$ cat config.mk
export PLATFORM = sky130hd
export DESIGN_NAME = uart_rx_tx_ring_buffers_unit
export DESIGN_NICKNAME = d
export VERILOG_FILES = /design/src/sv/uart_rb_pkg.sv /design/src/sv/uart_rb_ctrl.sv /design/src/sv/uart_rb_dp.sv /design/src/sv/uart_rx_tx_ring_buffers_unit.sv
export SDC_FILE = /design/constraint.sdc
export NUM_CORES = 1
export LEC_CHECK = 0
export ABC_AREA = 1
export ABC_CLOCK_PERIOD_IN_PS = 2000
export BUFFER_PORTS_ARGS = -buffer_cell sky130_fd_sc_hd__buf_2
export CAP_MARGIN = 20
export CORE_ASPECT_RATIO = 1.25
export CORE_UTILIZATION = 56
export CTS_CLUSTER_DIAMETER = 60
export DETAILED_ROUTE_END_ITERATION = 8
export HOLD_SLACK_MARGIN = 0.15
export PLACE_DENSITY_LB_ADDON = 0.15
export SYNTH_ARGS = -nofsm -noshare
export SYNTH_HDL_FRONTEND = slang
export SYNTH_SLANG_ARGS = --single-unit
export TNS_END_PERCENT = 5
$ cat constraint.sdc
create_clock -name clk -period 2 [get_ports clk]
set_input_delay 0.1 -clock clk [delete_from_list [all_inputs] [get_ports clk]]
set_output_delay 0.1 -clock clk [all_outputs]
set_load 0.05 [all_outputs]
$ cat src/sv/uart_rb_pkg.sv
// ----------------------------------------------------------------------------
// uart_rb_pkg
// Shared codes and controller/datapath interface types for the UART
// receive/transmit FIFO buffer unit.
// ----------------------------------------------------------------------------
package uart_rb_pkg;

  // Request action codes
  localparam logic [1:0] ACT_LINE_BYTE = 2'd0;
  localparam logic [1:0] ACT_SW_READ   = 2'd1;
  localparam logic [1:0] ACT_SW_WRITE  = 2'd2;
  localparam logic [1:0] ACT_TX_READY  = 2'd3;

  // Result status codes
  localparam logic [2:0] STAT_OK      = 3'd0;
  localparam logic [2:0] STAT_EMPTY   = 3'd1;
  localparam logic [2:0] STAT_FULL    = 3'd2;
  localparam logic [2:0] STAT_TIMEOUT = 3'd3;
  localparam logic [2:0] STAT_DROPPED = 3'd4;

  // Commands from controller to datapath
  typedef struct packed {
    logic       load;
    logic       rx_push;
    logic       rx_pop;
    logic       tx_push;
    logic       tx_pop;
    logic       irq_set;
    logic       irq_clr;
    logic [2:0] status;
  } cmd_t;

  // FIFO status from datapath to controller
  typedef struct packed {
    logic rx_full;
    logic rx_empty;
    logic tx_full;
    logic tx_empty;
  } flags_t;

endpackage

$ cat src/sv/uart_rb_ctrl.sv
// ----------------------------------------------------------------------------
// uart_rb_ctrl
// Handshake state machine and request decoder: turns one accepted request
// into FIFO push/pop and interrupt commands for the datapath.
// ----------------------------------------------------------------------------
module uart_rb_ctrl (
  input  logic                clk,
  input  logic                rst,
  input  logic                in_valid,
  output logic                in_stall,
  output logic                out_valid,
  input  logic                out_stall,
  input  logic [1:0]          action,
  input  logic                wait_forever,
  input  uart_rb_pkg::flags_t flags,
  output uart_rb_pkg::cmd_t   cmd
);
  import uart_rb_pkg::*;

  typedef enum logic [1:0] {
    S_IDLE = 2'b01,
    S_RESP = 2'b10
  } state_t;

  state_t state;
  state_t state_next;

  assign out_valid = (state == S_RESP);
  // Hold new requests only while a result waits and is not taken.
  assign in_stall  = (state == S_RESP) && out_stall;

  always_comb begin
    cmd        = '0;
    cmd.load   = in_valid && !in_stall;
    cmd.status = STAT_OK;
    case (action)
      ACT_LINE_BYTE: begin
        if (flags.rx_full) begin
          cmd.status = STAT_DROPPED;
        end else begin
          cmd.rx_push = cmd.load;
        end
      end
      ACT_SW_READ: begin
        if (flags.rx_empty) begin
          cmd.status = wait_forever ? STAT_EMPTY : STAT_TIMEOUT;
        end else begin
          cmd.rx_pop = cmd.load;
        end
      end
      ACT_SW_WRITE: begin
        if (flags.tx_full) begin
          cmd.status = wait_forever ? STAT_FULL : STAT_TIMEOUT;
        end else begin
          cmd.tx_push = cmd.load;
          cmd.irq_set = cmd.load && flags.tx_empty;
        end
      end
      ACT_TX_READY: begin
        if (flags.tx_empty) begin
          cmd.irq_clr = cmd.load;
        end else begin
          cmd.tx_pop = cmd.load;
        end
      end
      default: begin
        cmd.status = STAT_OK;
      end
    endcase
  end

  always_comb begin
    state_next = state;
    case (state)
      S_IDLE: begin
        if (cmd.load) state_next = S_RESP;
      end
      S_RESP: begin
        if (!out_stall && !cmd.load) state_next = S_IDLE;
      end
      default: begin
        state_next = S_IDLE;
      end
    endcase
  end

  always_ff @(posedge clk) begin
    if (rst) begin
      state <= S_IDLE;
    end else begin
      state <= state_next;
    end
  end

  a_one_op: assert property (@(posedge clk) disable iff (rst)
    $onehot0({cmd.rx_push, cmd.rx_pop, cmd.tx_push, cmd.tx_pop, cmd.irq_clr}))
    else $error("more than one FIFO operation in one cycle");

  a_irq_with_push: assert property (@(posedge clk) disable iff (rst)
    cmd.irq_set |-> cmd.tx_push && flags.tx_empty)
    else $error("interrupt raised without a write into an empty tx FIFO");

  a_result_after_load: assert property (@(posedge clk) disable iff (rst)
    cmd.load |=> out_valid)
    else $error("accepted request produced no result");

endmodule

$ cat src/sv/uart_rb_dp.sv
// ----------------------------------------------------------------------------
// uart_rb_dp
// Receive and transmit FIFO storage with wrapping pointers, fill counts,
// transmit interrupt enable and the registered result fields.
// ----------------------------------------------------------------------------
module uart_rb_dp #(
  parameter int RX_DEPTH = 16,
  parameter int TX_DEPTH = 16
) (
  input  logic                             clk,
  input  logic                             rst,
  input  uart_rb_pkg::cmd_t                cmd,
  output uart_rb_pkg::flags_t              flags,
  input  logic [7:0]                       data_byte,
  output logic [2:0]                       status,
  output logic [7:0]                       read_byte,
  output logic                             send_valid,
  output logic [7:0]                       send_byte,
  output logic                             tx_irq_on,
  output logic [$clog2(RX_DEPTH + 1)-1:0]  rx_level,
  output logic [$clog2(TX_DEPTH + 1)-1:0]  tx_level
);
  import uart_rb_pkg::*;

  localparam int RX_AW = $clog2(RX_DEPTH);
  localparam int TX_AW = $clog2(TX_DEPTH);
  localparam int RX_CW = $clog2(RX_DEPTH + 1);
  localparam int TX_CW = $clog2(TX_DEPTH + 1);

  logic [7:0]       rx_mem [RX_DEPTH];
  logic [7:0]       tx_mem [TX_DEPTH];
  logic [RX_AW-1:0] rx_wr_pos;
  logic [RX_AW-1:0] rx_rd_pos;
  logic [RX_CW-1:0] rx_fill;
  logic [TX_AW-1:0] tx_wr_pos;
  logic [TX_AW-1:0] tx_rd_pos;
  logic [TX_CW-1:0] tx_fill;
  logic             tx_irq;
  logic [7:0]       rx_data;
  logic [7:0]       tx_data;
  logic             rd_ok;
  logic [2:0]       status_q;

  assign flags.rx_full  = (rx_fill == RX_CW'(RX_DEPTH));
  assign flags.rx_empty = (rx_fill == '0);
  assign flags.tx_full  = (tx_fill == TX_CW'(TX_DEPTH));
  assign flags.tx_empty = (tx_fill == '0);

  // Pointers and counts
  always_ff @(posedge clk) begin
    if (rst) begin
      rx_wr_pos <= '0;
      rx_rd_pos <= '0;
      rx_fill   <= '0;
      tx_wr_pos <= '0;
      tx_rd_pos <= '0;
      tx_fill   <= '0;
      tx_irq    <= 1'b0;
    end else begin
      if (cmd.rx_push) begin
        rx_wr_pos <= (rx_wr_pos == RX_AW'(RX_DEPTH - 1)) ? '0 : rx_wr_pos + 1'b1;
        rx_fill   <= rx_fill + 1'b1;
      end
      if (cmd.rx_pop) begin
        rx_rd_pos <= (rx_rd_pos == RX_AW'(RX_DEPTH - 1)) ? '0 : rx_rd_pos + 1'b1;
        rx_fill   <= rx_fill - 1'b1;
      end
      if (cmd.tx_push) begin
        tx_wr_pos <= (tx_wr_pos == TX_AW'(TX_DEPTH - 1)) ? '0 : tx_wr_pos + 1'b1;
        tx_fill   <= tx_fill + 1'b1;
      end
      if (cmd.tx_pop) begin
        tx_rd_pos <= (tx_rd_pos == TX_AW'(TX_DEPTH - 1)) ? '0 : tx_rd_pos + 1'b1;
        tx_fill   <= tx_fill - 1'b1;
      end
      if (cmd.irq_set) begin
        tx_irq <= 1'b1;
      end else if (cmd.irq_clr) begin
        tx_irq <= 1'b0;
      end
    end
  end

  // Storage: one write port and one registered read port per FIFO
  always_ff @(posedge clk) begin
    if (cmd.rx_push) rx_mem[rx_wr_pos] <= data_byte;
    if (cmd.rx_pop)  rx_data <= rx_mem[rx_rd_pos];
  end

  always_ff @(posedge clk) begin
    if (cmd.tx_push) tx_mem[tx_wr_pos] <= data_byte;
    if (cmd.tx_pop)  tx_data <= tx_mem[tx_rd_pos];
  end

  // Result fields, held until the next request
  always_ff @(posedge clk) begin
    if (cmd.load) begin
      status_q   <= cmd.status;
      rd_ok      <= cmd.rx_pop;
      send_valid <= cmd.tx_pop;
    end
  end

  assign status    = status_q;
  assign read_byte = rd_ok ? rx_data : 8'h00;
  assign send_byte = send_valid ? tx_data : 8'h00;
  assign tx_irq_on = tx_irq;
  assign rx_level  = rx_fill;
  assign tx_level  = tx_fill;

  a_rx_bound: assert property (@(posedge clk) disable iff (rst)
    rx_fill <= RX_CW'(RX_DEPTH) && tx_fill <= TX_CW'(TX_DEPTH))
    else $error("FIFO fill count beyond depth");

  a_fill_hold: assert property (@(posedge clk) disable iff (rst)
    !$past(rst) && !$past(cmd.load) |-> $stable(rx_fill) && $stable(tx_fill))
    else $error("fill count moved without a request");

  a_irq_rise: assert property (@(posedge clk) disable iff (rst)
    !$past(rst) && $rose(tx_irq) |-> $past(cmd.tx_push) && $past(tx_fill) == '0)
    else $error("tx interrupt rose without a write into an empty FIFO");

endmodule

$ cat src/sv/uart_rx_tx_ring_buffers_unit.sv
// A result is valid in the cycle after its request is accepted.
// Throughput: one request per cycle while results are taken; the read port
//   of each FIFO memory is registered.
// A request is held off only while a finished result is stalled.
// Reset (rst, synchronous): pointers, fill counts and the tx interrupt enable
//   clear at once; FIFO storage is not cleared and needs no clearing pass.
// ----------------------------------------------------------------------------
// uart_rx_tx_ring_buffers_unit
// UART receive and transmit byte FIFOs with software read/write, line byte
// capture and transmitter-ready service, plus the tx interrupt enable.
// ----------------------------------------------------------------------------
module uart_rx_tx_ring_buffers_unit #(
  parameter int RX_DEPTH = 16,
  parameter int TX_DEPTH = 16
) (
  input  logic                             clk,
  input  logic                             rst,
  // request channel
  input  logic                             in_valid,
  output logic                             in_stall,
  input  logic [1:0]                       action,
  input  logic [7:0]                       data_byte,
  input  logic                             wait_forever,
  // result channel
  output logic                             out_valid,
  input  logic                             out_stall,
  output logic [2:0]                       status,
  output logic [7:0]                       read_byte,
  output logic                             send_valid,
  output logic [7:0]                       send_byte,
  output logic                             tx_irq_on,
  output logic [$clog2(RX_DEPTH + 1)-1:0]  rx_level,
  output logic [$clog2(TX_DEPTH + 1)-1:0]  tx_level
);
  import uart_rb_pkg::*;

  cmd_t   cmd;
  flags_t flags;

  // Controller: accept a request, decode it against the FIFO flags and
  // present the result until the far side takes it.
  uart_rb_ctrl u_ctrl (
    .clk          (clk),
    .rst          (rst),
    .in_valid     (in_valid),
    .in_stall     (in_stall),
    .out_valid    (out_valid),
    .out_stall    (out_stall),
    .action       (action),
    .wait_forever (wait_forever),
    .flags        (flags),
    .cmd          (cmd)
  );

  // Datapath: FIFO memories, pointers, counts and registered result fields.
  uart_rb_dp #(
    .RX_DEPTH (RX_DEPTH),
    .TX_DEPTH (TX_DEPTH)
  ) u_dp (
    .clk        (clk),
    .rst        (rst),
    .cmd        (cmd),
    .flags      (flags),
    .data_byte  (data_byte),
    .status     (status),
    .read_byte  (read_byte),
    .send_valid (send_valid),
    .send_byte  (send_byte),
    .tx_irq_on  (tx_irq_on),
    .rx_level   (rx_level),
    .tx_level   (tx_level)
  );

endmodule

; Yosys cells after proc, flatten, opt, wreduce, memory -nomap -nowiden
; Memory sizes are Yosys's and may differ from the RTL's. A register that Yosys moved wholly into a read port is not among the register bits.
; Index checks and enable logic that the tools add are counted.
[op_classes]
add_sub_neg = 8
n_eq_ne = 13
muxes = 37
n_reduce_logical = 14
[ops]
columns = operator, n
row1 = $mux 5, 4
row2 = $mux 1, 19
row3 = $add 4x1->4 const B, 4
row4 = $eq 4x4->1 const B, 4
row5 = $mux 4, 4
row6 = $mux 8, 2
row7 = $add 5x1->5 const B, 2
row8 = $eq 5x5->1 const B, 2
row9 = $logic_not 5->1, 2
row10 = $sub 5x1->5 const B, 2
row11 = $mux 3, 3
row12 = $pmux 3 s3, 1
row13 = $eq 2x2->1 const B, 3
row14 = $mux 2, 3
row15 = $reduce_bool 2->1, 3
row16 = $eq 2x1->1 const B, 2
row17 = $logic_and 1x1->1, 4
row18 = $ne 2x1->1 const B, 2
row19 = $pmux 2 s2, 1
row20 = $logic_not 1->1, 3
row21 = $logic_not 2->1, 1
row22 = $reduce_and 2->1, 1
[totals]
register_bits = 34
ram_bits = 256
in_bits = 15
output_inout_bits = 33
word_cells = 85
mem_count = 2
[mem_list]
columns = memory, depth, width, read_ports, rd_ports_with_merged_regs, write_ports, line_no
row1 = u_dp.rx_mem, 16, 8, 1, 1, 1, uart_rb_dp.sv:30  ; logic [7:0] rx_mem [RX_DEPTH];
row2 = u_dp.tx_mem, 16, 8, 1, 1, 1, uart_rb_dp.sv:31  ; logic [7:0] tx_mem [TX_DEPTH];

; Logic depth before layout (Yosys ltp)
; Gate-level depths: netlist of the first run.
[depth]
ltp_word = 8
depth_mapped = 14
mapped_depth_nobuf = 14

; By module
; Synthesis of the first run repeated with hierarchy kept, for this count alone.
[unflattened]
hier_cells = 1448
area_unflattened_um2 = 13853.3
[modules_own_cells]
columns = mod, instances, cells_each, area_per_inst_um2
row1 = uart_rb_dp, 1, 1411, 13621.8
row2 = uart_rb_ctrl, 1, 37, 231.5

; Worst setup path before layout of the first run
; Ideal clock, no wire load.
[synth_path]
path_type = register to register
start = register u_dp.rx_fill[1], in the netlist u_dp.rx_level[1]
end = register u_dp.rx_fill[4], in the netlist u_dp.rx_level[4]
setup_time_ns = 0.117
arrival_ns = 2.135
required_ns = 1.883
slack_ns = -0.252
path_stages_with_launch = 12
cell_sequence = dfxtp_1 inv_1 nand4_1 nand2_2 inv_2 ha_1 a21oi_1 nand2_1 nand3_1 nand2_1 a21oi_1 nor2_1
[synth_lines]
columns = item, line_no
row1 = from (decl), uart_rb_dp.sv:34  ; logic [RX_CW-1:0] rx_fill;
row2 = from (signal assigned), uart_rb_dp.sv:62  ; rx_fill <= rx_fill + 1'b1;
row3 = from (signal assigned), uart_rb_dp.sv:66  ; rx_fill <= rx_fill - 1'b1;

; Final worst setup path of the first run
[layout_path]
start = register u_ctrl.state[1]
end = register u_ctrl.state[0]
[layout_between]
elab_chain_len = 8
[layout_lines]
columns = item, line_no
row1 = from (decl), uart_rb_ctrl.sv:25  ; state_t state;
row2 = from (signal assigned), uart_rb_ctrl.sv:91  ; state <= state_next;
row3 = $eq 2x2->1, "uart_rb_ctrl.sv:30, uart_rb_ctrl.sv:74"
row4 = $logic_and 1x1->1, uart_rb_ctrl.sv:30  ; assign in_stall = (state == S_RESP) && out_stall;
row5 = $logic_not 1->1, uart_rb_ctrl.sv:34  ; cmd.load = in_valid && !in_stall;
row6 = $logic_and 1x1->1, uart_rb_ctrl.sv:34
row7 = $logic_not 1->1, uart_rb_ctrl.sv:79  ; if (!out_stall && !cmd.load) state_next = S_IDLE;
row8 = $logic_and 1x1->1, uart_rb_ctrl.sv:79
row9 = $ne 2x1->1 (no line), n/a
row10 = $reduce_and 2->1 (no line), n/a
; Parallel ways exist; a longest one is shown, timed or not.
; A chain may end at the register's enable or synchronous reset.

==> flow_metrics.env, run 1 <==
export IMPL_wl_um=27600
export IMPL_fillers=1675
export IMPL_drt_initial_drc_count=538
export IMPL_cts_root_buf="clkbuf_16"
export IMPL_dp_hpwl_um=17100
export IMPL_placed_cells=1404
export IMPL_grt_pass1_wl_um=42800
export IMPL_coreArea_um2=22300
export IMPL_min_to="u_dp.rx_mem[8][7]$_DFFE_PP_"
export IMPL_rr_worst_depth=7
export IMPL_synth_xor_area_frac=0.00550
export IMPL_clock_path_buffers=3
export IMPL_synthFlopType="edfxtp_1"
export IMPL_tightest_slew_ns=0.709
export IMPL_netlist_area_um2=12700
export IMPL_worstPathArrival_ns=2.35
export IMPL_wl_per_cell_um=18.7
export IMPL_critPathRequiredTime_ns=2.43
export IMPL_r2r_start="u_ctrl.state[1]$_SDFFE_PP0P_"
export IMPL_io_buffers=47
export IMPL_vias=8200
export IMPL_hold_start="data_byte[7]"
export IMPL_setup_viol=0
export IMPL_grt_pass1_vias=8055
export IMPL_top_layer="met4"
export IMPL_r2r_end="u_ctrl.state[0]$_SDFFE_PP1P_"
export IMPL_synthAdderAreaFrac=0.0189
export IMPL_dr_pass1_iters=4
export IMPL_chipWidth_um=137
export IMPL_antenna_left=0
export IMPL_fin_cells=1475
export IMPL_m1WireLength_um=10300
export IMPL_initial_utilization=0.572
export IMPL_synth_cell_types=38
export IMPL_avgSynthCellArea_um2=11.9
export IMPL_max_stage_delay_ns=0.56
export IMPL_yosys_register_bits=306
export IMPL_clkPwrFrac=0.419
export IMPL_slowest_stage="dlygate4sd3_1"
export IMPL_cts_sinks=306
export IMPL_synth_compound_area_share=0.0968
export IMPL_fmax_mhz=520
export IMPL_p_sw_frac=0.215
export IMPL_p_leak_nw=5.35
export IMPL_synth_seq_area_share=0.698
export IMPL_nets=1203
export IMPL_seqCellArea_um2=8920
export IMPL_diodes=0
export IMPL_synthMuxAreaShare=0.00785
export IMPL_cp_cell_sequence="inv_1 -> nor2_2 -> o21ai_0 -> dlygate4sd3_1 -> nand2_1 -> dlygate4sd3_1 -> nand2_1"
export IMPL_synth_top_cells_by_area="edfxtp_1 (65%), nor2_1 (6.8%), dfxtp_1 (4.6%)"
export IMPL_synth_top_cell_by_area="edfxtp_1"
export IMPL_final_setup_skew_ns=0.0105
export IMPL_async_flop_share=0
export IMPL_min_period_ns=1.92
export IMPL_clk_latency_ns=0.55
export IMPL_die_y_um=171
export IMPL_min_delay_path_class="primary input to register"
export IMPL_cts_max_level=1
export IMPL_postPlaceCellArea_um2=13500
export IMPL_yosys_area_share_simple=0.134
export IMPL_critPathKind="register to register"
export IMPL_place_congestion=0.839
export IMPL_ys_warn_count=0
export IMPL_p_sw_mw=2.93
export IMPL_drive_gt1_frac=0.165
export IMPL_slew_headroom=0.527
export IMPL_path_clk_slew_ns=0.07
export IMPL_synth_top_family_by_area="simple AND/OR/NAND/NOR gates"
export IMPL_wl_met2_um=15200
export IMPL_grt_start_max_net_pins=68
export IMPL_endpoint_kind="register"
export IMPL_drc=0
export IMPL_hold_viol=0
export IMPL_fin_tns_setup_ns=0
export IMPL_final_area_um2=14700
export IMPL_ios=48
export IMPL_netlist_instances=1068
export IMPL_dr_wl_met3_um=1010
export IMPL_report_final_slew_viol_count=0
export IMPL_pwr_share_comb=0.062
export IMPL_drv_cap=0
export IMPL_cts_tree="built"
export IMPL_ir_drop_mv=0.819
export IMPL_p_int_mw=10.7
export IMPL_syn_nets=1101
export IMPL_cts_buffers=29
export IMPL_vias_per_cell=5.56
export IMPL_die_area_um2=23400
export IMPL_p_seq_frac=0.519
export IMPL_crit_fanout=2
export IMPL_r2r_slack_ns=0.08
export IMPL_rsz0062_at_grt="true"
export IMPL_start_kind="register"
export IMPL_p_per_area_nw_per_um2=926
export IMPL_antenna_found_initial=0
export IMPL_multi_input_area_um2=3380
export IMPL_grt_overflow_total=0
export IMPL_track_usage=0.246
export IMPL_synth_top_area_share=0.653
export IMPL_hold_depth=1
export IMPL_rows=61
export IMPL_synth_edf_count=277
export IMPL_post_route_period_util=0.961
export IMPL_status="completed"
export IMPL_syn_to_final_growth_pct=15.6
## critical path, delay by kind of cell (launching register included)
family | cells | cell delay (ns)
buffers and inverters | 3 | 1.16
AO/OA/AOI/OAI | 1 | 0.08
flip-flops | 1 | 0.35
AND/OR/NAND/NOR | 3 | 0.21
## per-layer routing
| layer | up-vias | global-route usage |
|---|---|---|
| met5 | - | 0 |
| met4 | 0 | 0.0994 |
| met3 | 65 | 0.0264 |
| met2 | 183 | 0.467 |
| met1 | 3964 | 0.277 |
| li1 | 3988 | - |
## cell type report
class / count / area share
clock buffer: 32 / 0.0500
clock inverter: 21 / 0.0177
inverter: 53 / 0.0138
multi-input combinational: 661 / 0.229
sequential: 306 / 0.605
tap: 283 / 0.0240
timing repair buffer: 119 / 0.0598
## cell usage after synthesis, drive strengths merged, types with 3 or more instances
master,number
nand4,4
clkinv,3
o32ai,10
mux2i,10
xor2,6
nand2,113
dfxtp,29
a21oi,25
buf,32
o211ai,26
o21bai,6
inv,50
edfxtp,277
clkbuf,16
o22ai,10
nor2,237
nand3,47
o21ai,141
ha,16
## kinds of logic after synthesis
family	after synthesis
flip-flops	306
multiplexers	10
XOR/XNOR	8
adder cells (fa/ha/maj)	18
buffers and inverters	101
AO/OA/AOI/OAI	219
AND/OR/NAND/NOR	406
## flip-flops by register name, indices dropped and copies added, names as in the netlist, 2 cells and up
| register | cells |
|---|---|
| u_dp.rx_mem | 128 |
| u_dp.tx_mem | 128 |
| u_dp.rx_data | 8 |
| u_dp.tx_data | 8 |
| u_dp.rx_level | 5 |
| u_dp.tx_level | 5 |
| u_dp.rx_rd_pos | 4 |
| u_dp.rx_wr_pos | 4 |
| u_dp.tx_rd_pos | 4 |
| u_dp.tx_wr_pos | 4 |
| u_dp.status | 3 |
| u_ctrl.state | 2 |
## cell usage in the layout (no fill, tap or decap), types with 3 or more instances in the layout
cell type	netlist	routed
mux2i_1	10	10
nand2_4	5	5
nor2_2	3	4
clkbuf_16	0	29
nand2_2	4	4
o21ai_0	115	115
inv_2	5	5
dfxtp_2	0	16
nor2_1	230	228
o32ai_1	10	10
ha_1	16	16
o22ai_1	10	10
buf_4	4	50
a21oi_2	0	3
clkinv_2	0	5
a21oi_1	25	22
nand2_1	104	104
o21ai_1	26	26
nand3_1	45	45
clkbuf_1	16	3
xor2_1	6	6
clkinv_1	3	9
inv_1	43	43
o21bai_1	6	6
edfxtp_1	277	277
dfxtp_1	29	13
bufinv_16	0	6
o211ai_1	25	25
buf_2	19	47
nand4_1	3	3
buf_12	0	5
dlygate4sd3_1	0	17
nor2_4	4	5
## power groups by stage
stage | sequential (mW) | clock (mW) | combinational [mW]
finish | 7.08 | 5.71 | 0.850
global route | 7.08 | 6.03 | 0.932
CTS | 7.08 | 5.79 | 0.852
detailed placement | 7.21 | 0 | 0.821
global placement | 7.21 | 0 | 0.807
floorplan | 7.27 | 0 | 0.468
## how the worst max path moves through the flow
stage	start	end	slack [ns]	depth (start not counted)
CTS	u_ctrl.state[0]$_SDFFE_PP1P_	u_dp.tx_level[4]$_SDFFE_PP0P_	0.05	13
floorplan	u_dp.rx_level[1]$_SDFFE_PP0P_	u_dp.rx_level[4]$_SDFFE_PP0P_	-0.03	11
global placement	u_dp.tx_level[0]$_SDFFE_PP0P_	u_dp.tx_level[4]$_SDFFE_PP0P_	0.13	11
detailed placement	u_ctrl.state[0]$_SDFFE_PP1P_	u_dp.tx_level[4]$_SDFFE_PP0P_	0.07	13
global route	u_ctrl.state[0]$_SDFFE_PP1P_	u_dp.rx_level[4]$_SDFFE_PP0P_	-0.04	13
finish	u_ctrl.state[1]$_SDFFE_PP0P_	u_ctrl.state[0]$_SDFFE_PP1P_	0.08	7
## through the flow
step / total power [mW] / util / setup slack, ns / hold WS (ns)
6_report: 13.6 / 0.661 / 0.0787 / 0.151
3_5_place_dp: 8.04 / 0.607 / 0.0673 / 0.415
5_1_grt: 14.0 / 0.661 / -0.0435 / 0.161
3_3_place_gp: 8.02 / 0.607 / 0.131 / 0.414
2_1_floorplan: 7.74 / - / -0.0331 / 0.199
4_1_cts: 13.7 / 0.660 / 0.0546 / 0.153
## repair_timing
item	CTS	global route
hold endpoints to repair	209	0
hold buffers	17	0
setup endpoints to repair	0	5
buffers inserted	0	1
gates resized for setup	0	9
Note: power is estimated with default switching activity, not from simulation.
==> run 2: changes to the inputs <==
--- a/config.mk
+++ b/config.mk
@@ -7,11 +7,12 @@
 export LEC_CHECK = 0
 export ABC_AREA = 1
 export ABC_CLOCK_PERIOD_IN_PS = 2000
-export BUFFER_PORTS_ARGS = -buffer_cell sky130_fd_sc_hd__buf_2
+export BUFFER_PORTS_ARGS = -buffer_cell sky130_fd_sc_hd__buf_4
 export CAP_MARGIN = 20
 export CORE_ASPECT_RATIO = 1.25
-export CORE_UTILIZATION = 56
+export CORE_UTILIZATION = 45
 export CTS_CLUSTER_DIAMETER = 60
+export CTS_CLUSTER_SIZE = 8
 export DETAILED_ROUTE_END_ITERATION = 8
 export HOLD_SLACK_MARGIN = 0.15
 export PLACE_DENSITY_LB_ADDON = 0.15
==> run 2 against run 1 <==
- the flow now finishes with violations (design-rule violations)
- non-clock buffer count is 2 higher
- highest routed layer unchanged
- design area is 3.1% higher
- first-iteration DRC count is 5.8% lower
- sequential cell count stayed put
- via count is 0.50% higher
- die area is 24% higher
- sequential power hardly changed
- power is 6.4% higher
- utilization is 11 points lower
==> flow_metrics.env, run 2 (same netlist as run 1, synthesis figures left out) <==
export IMPL_status="complete, but fails checks"
export IMPL_violations="design-rule violations"
export IMPL_grt_overflow_total=0
export IMPL_io_buffers=47
export IMPL_worstPathArrival_ns=2.10
export IMPL_clkPwrFrac=0.448
export IMPL_report_final_slew_viol_count=0
export IMPL_clk_latency_ns=0.52
export IMPL_utilization=0.548
export IMPL_dp_hpwl_um=18100
export IMPL_critPathRequiredTime_ns=2.22
export IMPL_syn_to_final_growth_pct=19.2
export IMPL_drt_initial_drc_count=507
export IMPL_drive_gt1_frac=0.169
export IMPL_fmax_mhz=533
export IMPL_chipWidth_um=153
export IMPL_clock_path_buffers=3
export IMPL_setup_viol=0
export IMPL_dr_pass1_iters=9
export IMPL_start_kind="register"
export IMPL_die_area_um2=29000
export IMPL_track_usage=0.208
export IMPL_drc=3
export IMPL_grt_pass1_vias=8410
export IMPL_placed_cells=1469
export IMPL_endpoint_kind="register"
export IMPL_coreArea_um2=27700
export IMPL_p_total_mw=14.5
export IMPL_ios=48
export IMPL_grt_start_max_net_pins=68
export IMPL_die_y_um=190
export IMPL_place_congestion=0.807
export IMPL_antenna_left=0
export IMPL_vias=8241
export IMPL_final_setup_skew_ns=0.0179
export IMPL_top_regs="u_dp.rx_mem x128, u_dp.tx_mem x128"
export IMPL_grt_pass1_wl_um=45800
export IMPL_p_int_mw=11.4
export IMPL_min_delay_path_class="primary input to register"
export IMPL_initial_utilization=0.459
export IMPL_cts_max_level=2
export IMPL_cts_sinks=306
export IMPL_cts_tree="built"
export IMPL_drv_cap=0
export IMPL_pwr_share_comb=0.063
export IMPL_wl_per_cell_um=19.0
export IMPL_vias_per_cell=5.31
export IMPL_min_period_ns=1.87
export IMPL_diodes=0
export IMPL_fin_cells=1553
export IMPL_final_area_um2=15200
export IMPL_p_leak_nw=5.47
export IMPL_path_clk_slew_ns=0.05
export IMPL_cts_buffers=44
export IMPL_antenna_found_initial=0
export IMPL_ir_drop_mv=0.698
export IMPL_rows=68
export IMPL_p_sw_frac=0.215
export IMPL_p_seq_frac=0.489
export IMPL_worst_hold_slack_ns=0.396
export IMPL_wl_um=29500
export IMPL_nets=1220
export IMPL_p_per_area_nw_per_um2=955
export IMPL_postPlaceCellArea_um2=13700
export IMPL_slew_headroom=0.567
export IMPL_cts_root_buf="clkbuf_16"
export IMPL_hold_viol=0
export IMPL_crit_fanout=7
export IMPL_post_route_period_util=0.937
export IMPL_final_common_cell="edfxtp_1"
export IMPL_tightest_slew_ns=0.648
export IMPL_p_sw_mw=3.12
export IMPL_fillers=2355
export IMPL_critPathKind="register to register"
export IMPL_most_common_layout_cells="edfxtp_1 (277), nor2_1 (229), o21ai_0 (115), nand2_1 (103), buf_4 (98)"
run 2: cell types whose count changed in the layout (fill, tap and decap cells not counted), moves of 6 or more:
cell	before	now
buf_4	50	98
buf_2	47	0
clkbuf_16	29	45
clkbuf_1	3	16
bufinv_16	6	0
clkinv_1	9	3
run 2: cell type report:
type	instances	area [µm²]	area share
clock buffers	61	1190	0.0781
clock inverters	1	8.76	0.000576
inverters	53	204	0.0134
multi-input cells	661	3410	0.225
flip-flops and latches	306	8920	0.587
well taps	350	438	0.0288
repair buffers	121	1030	0.0675
run 2: power by group through the flow:
stage	registers [mW]	logic [mW]	clock network [mW]
after global routing	7.10	1.00	6.89
final	7.10	0.917	6.49
after global placement	7.21	0.856	0
after CTS	7.09	0.898	6.64
after floorplan	7.27	0.468	0
after detailed placement	7.22	0.868	0
run 2: path summary, 6_finish.rpt:
check	startpoint	endpoint	slack, ns	cells past startpoint
max	u_ctrl.state[0]$_SDFFE_PP1P_	u_dp.rx_mem[4][1]$_DFFE_PP_	0.13	10
max reg2reg	u_ctrl.state[0]$_SDFFE_PP1P_	u_dp.rx_mem[4][1]$_DFFE_PP_	0.13	10
min	rst	u_dp.tx_level[1]$_SDFFE_PP0P_	0.40	3
min reg2reg	u_dp.tx_irq_on$_SDFFE_PP0P_	u_dp.tx_irq_on$_SDFFE_PP0P_	0.48	2
run 2: timing repair:
| item | in CTS | in global routing |
|---|---|---|
| setup buffers | 0 | 5 |
| endpoints found under the setup margin | 0 | 4 |
| hold buffers | 17 | 0 |
| endpoints found under the hold margin | 275 | 0 |
| resized for setup | 0 | 13 |
run 2: through the flow:
| stage | worst slack, ns | setup TNS (ns) |
|---|---|---|
| 2_1_floorplan | -0.0331 | -0.0331 |
| 3_3_place_gp | 0.109 | 0 |
| 3_5_place_dp | 0.0533 | 0 |
| 4_1_cts | 0.0460 | 0 |
| 5_1_grt | -0.0118 | -0.0118 |
| 6_report | 0.125 | 0 |
run 2: critical path: stages (launching register included):
cell and delay [ns]:
dfxtp_2 0.33, inv_1 0.05, nand3_2 0.08, nand2_4 0.09, buf_4 0.15, nor2_4 0.11
nand2_4 0.09, inv_2 0.11, nand2_1 0.14, nor2_1 0.23, buf_4 0.20
run 2: per-layer routing:
| metal | GRT usage | wire length, µm | part of all wire |
|---|---|---|---|
| met2 | 0.391 | 15600 | 0.53 |
| met1 | 0.240 | 12000 | 0.41 |
| met4 | 0.0812 | 830 | 0.028 |
| met3 | 0.0276 | 1070 | 0.036 |
| met5 | 0 | 0 | 0 |
==> run 3: changes to the inputs <==
--- a/config.mk
+++ b/config.mk
@@ -10,6 +10,7 @@
 export BUFFER_PORTS_ARGS = -buffer_cell sky130_fd_sc_hd__buf_4
 export CAP_MARGIN = 20
 export CORE_ASPECT_RATIO = 1.25
+export CORE_MARGIN = 5
 export CORE_UTILIZATION = 45
 export CTS_CLUSTER_DIAMETER = 60
 export CTS_CLUSTER_SIZE = 8
==> run 3 against run 2 <==
- the run now ends clean
- critical path depth grew 1
- setup slack worse by 0.023 ns
- combinational power down 3.6%
- clock-buffer cell count down 1
- sequential cell count did not move
- largest power group unchanged
==> flow_metrics.env, run 3 (same netlist as run 1, synthesis figures left out) <==
export IMPL_grt_overflow_total=0
export IMPL_die_y_um=198
export IMPL_coreArea_um2=28200
export IMPL_syn_to_final_growth_pct=19.5
export IMPL_dr_pass1_iters=5
export IMPL_slowest_stage="fa_1"
export IMPL_vias_per_cell=5.22
export IMPL_start_kind="register"
export IMPL_io_buffers=47
export IMPL_status="completed"
export IMPL_initial_utilization=0.451
export IMPL_antenna_found_initial=0
export IMPL_post_route_period_util=0.949
export IMPL_clock_path_buffers=3
export IMPL_final_common_cell="edfxtp_1"
export IMPL_dp_hpwl_um=17800
export IMPL_fmax_mhz=527
export IMPL_critPathKind="register to register"
export IMPL_rsz0062_at_grt="true"
export IMPL_cp_cell_sequence="nor2_2 -> nand4_1 -> nand2_4 -> inv_4 -> fa_1 -> nand3_1 -> nand2_1 -> nand3_1 -> nand2_1 -> a21oi_1 -> nor2_1"
export IMPL_ios=48
export IMPL_nets=1223
export IMPL_fin_tns_setup_ns=0
export IMPL_endpoint_kind="register"
export IMPL_diodes=0
export IMPL_min_period_ns=1.90
export IMPL_cts_buffers=44
export IMPL_wl_per_cell_um=18.5
export IMPL_report_final_slew_viol_count=0
export IMPL_path_clk_slew_ns=0.05
export IMPL_rr_worst_depth=11
export IMPL_hold_depth=3
export IMPL_grt_start_max_net_pins=68
export IMPL_drv_cap=0
export IMPL_cts_sinks=306
export IMPL_top_regs="u_dp.rx_mem x128, u_dp.tx_mem x128"
export IMPL_drc=0
export IMPL_p_leak_nw=5.49
export IMPL_fin_cells=1562
export IMPL_cts_max_level=2
export IMPL_chipWidth_um=161
export IMPL_grt_pass1_wl_um=45000
export IMPL_ir_drop_mv=0.651
export IMPL_grt_pass1_vias=8069
export IMPL_most_common_layout_cells="edfxtp_1 (277), nor2_1 (229), o21ai_0 (115), nand2_1 (104), buf_4 (100)"
export IMPL_placed_cells=1481
export IMPL_wl_um=28800
export IMPL_die_area_um2=31800
export IMPL_postPlaceCellArea_um2=13800
export IMPL_slew_headroom=0.567
export IMPL_critPathRequiredTime_ns=2.40
export IMPL_rows=69
export IMPL_drt_initial_drc_count=502
export IMPL_max_stage_delay_ns=0.39
export IMPL_antenna_left=0
export IMPL_vias=8152
export IMPL_worstPathArrival_ns=2.30
export IMPL_hold_viol=0
export IMPL_final_area_um2=15200
export IMPL_p_per_area_nw_per_um2=956
export IMPL_p_total_mw=14.6
export IMPL_crit_fanout=6
export IMPL_clk_latency_ns=0.52
export IMPL_min_delay_path_class="primary input to register"
export IMPL_setup_viol=0
export IMPL_tightest_slew_ns=0.649
export IMPL_cts_root_buf="clkbuf_16"
export IMPL_place_congestion=0.778
export IMPL_track_usage=0.181
export IMPL_drive_gt1_frac=0.169
export IMPL_final_setup_skew_ns=0.0141
export IMPL_cts_tree="built"
## run 3: cell types whose count changed in the layout (fill, tap and decap cells not counted), moves of 2 or more
cell and change:
inv_6 +2, a21oi_1 +3, a21oi_2 -3, buf_4 +2
## run 3: per-layer routing
metal	up-vias	track usage	part of all wire
li1	4027	-	-
met1	3903	0.227	0.42
met2	173	0.324	0.52
met3	49	0.0260	0.040
met4	0	0.0548	0.022
met5	-	0	0
## run 3: path summary, 6_finish.rpt
path,startpoint,end,slack [ns]
worst min register to register,u_dp.tx_irq_on$_SDFFE_PP0P_,u_dp.tx_irq_on$_SDFFE_PP0P_,0.48
worst min-delay path,rst,u_dp.rx_rd_pos[0]$_SDFFE_PP0P_,0.40
worst max-delay path,u_dp.tx_level[0]$_SDFFE_PP0P_,u_dp.tx_level[4]$_SDFFE_PP0P_,0.10
worst max register to register,u_dp.tx_level[0]$_SDFFE_PP0P_,u_dp.tx_level[4]$_SDFFE_PP0P_,0.10
## run 3: worst max-delay path: cells and delay by family, from the launching register on
| family | cells | cell delay [ns] |
|---|---|---|
| flip-flops | 1 | 0.35 |
| AND/OR/NAND/NOR | 8 | 0.87 |
| adder cells (fa/ha/maj) | 1 | 0.39 |
| AO/OA/AOI/OAI | 1 | 0.14 |
| buffers and inverters | 1 | 0.05 |
## run 3: power breakdown
part	switching (mW)	total [mW]	internal [mW]
clock network	2.52	6.57	4.05
registers	0.0550	7.10	7.05
logic	0.594	0.884	0.290
total	3.17	14.6	11.4
## run 3: area by class of cell
| cell class | instances | area (µm²) |
|---|---|---|
| fill | 2408 | 13000 |
| sequential | 306 | 8920 |
| multi-input combinational | 661 | 3390 |
| clock buffer | 60 | 1180 |
| timing repair buffer | 124 | 1060 |
| tap | 355 | 444 |
| inverter | 53 | 204 |
| clock inverter | 3 | 26.3 |
## run 3: through the flow
stage	worst slack, ns	util	hold WS (ns)
after floorplan	-0.0331	-	0.199
after global placement	0.125	0.489	0.380
after detailed placement	0.0743	0.489	0.381
after CTS	0.0530	0.538	0.375
after global routing	-0.0408	0.539	0.414
final	0.103	0.539	0.402
## run 3: what timing repair did
action	in CTS	in global routing
buffers inserted	0	1
resized for setup	0	7
hold buffers	17	0
endpoints found under the setup margin	0	5
endpoints found under the hold margin	275	0
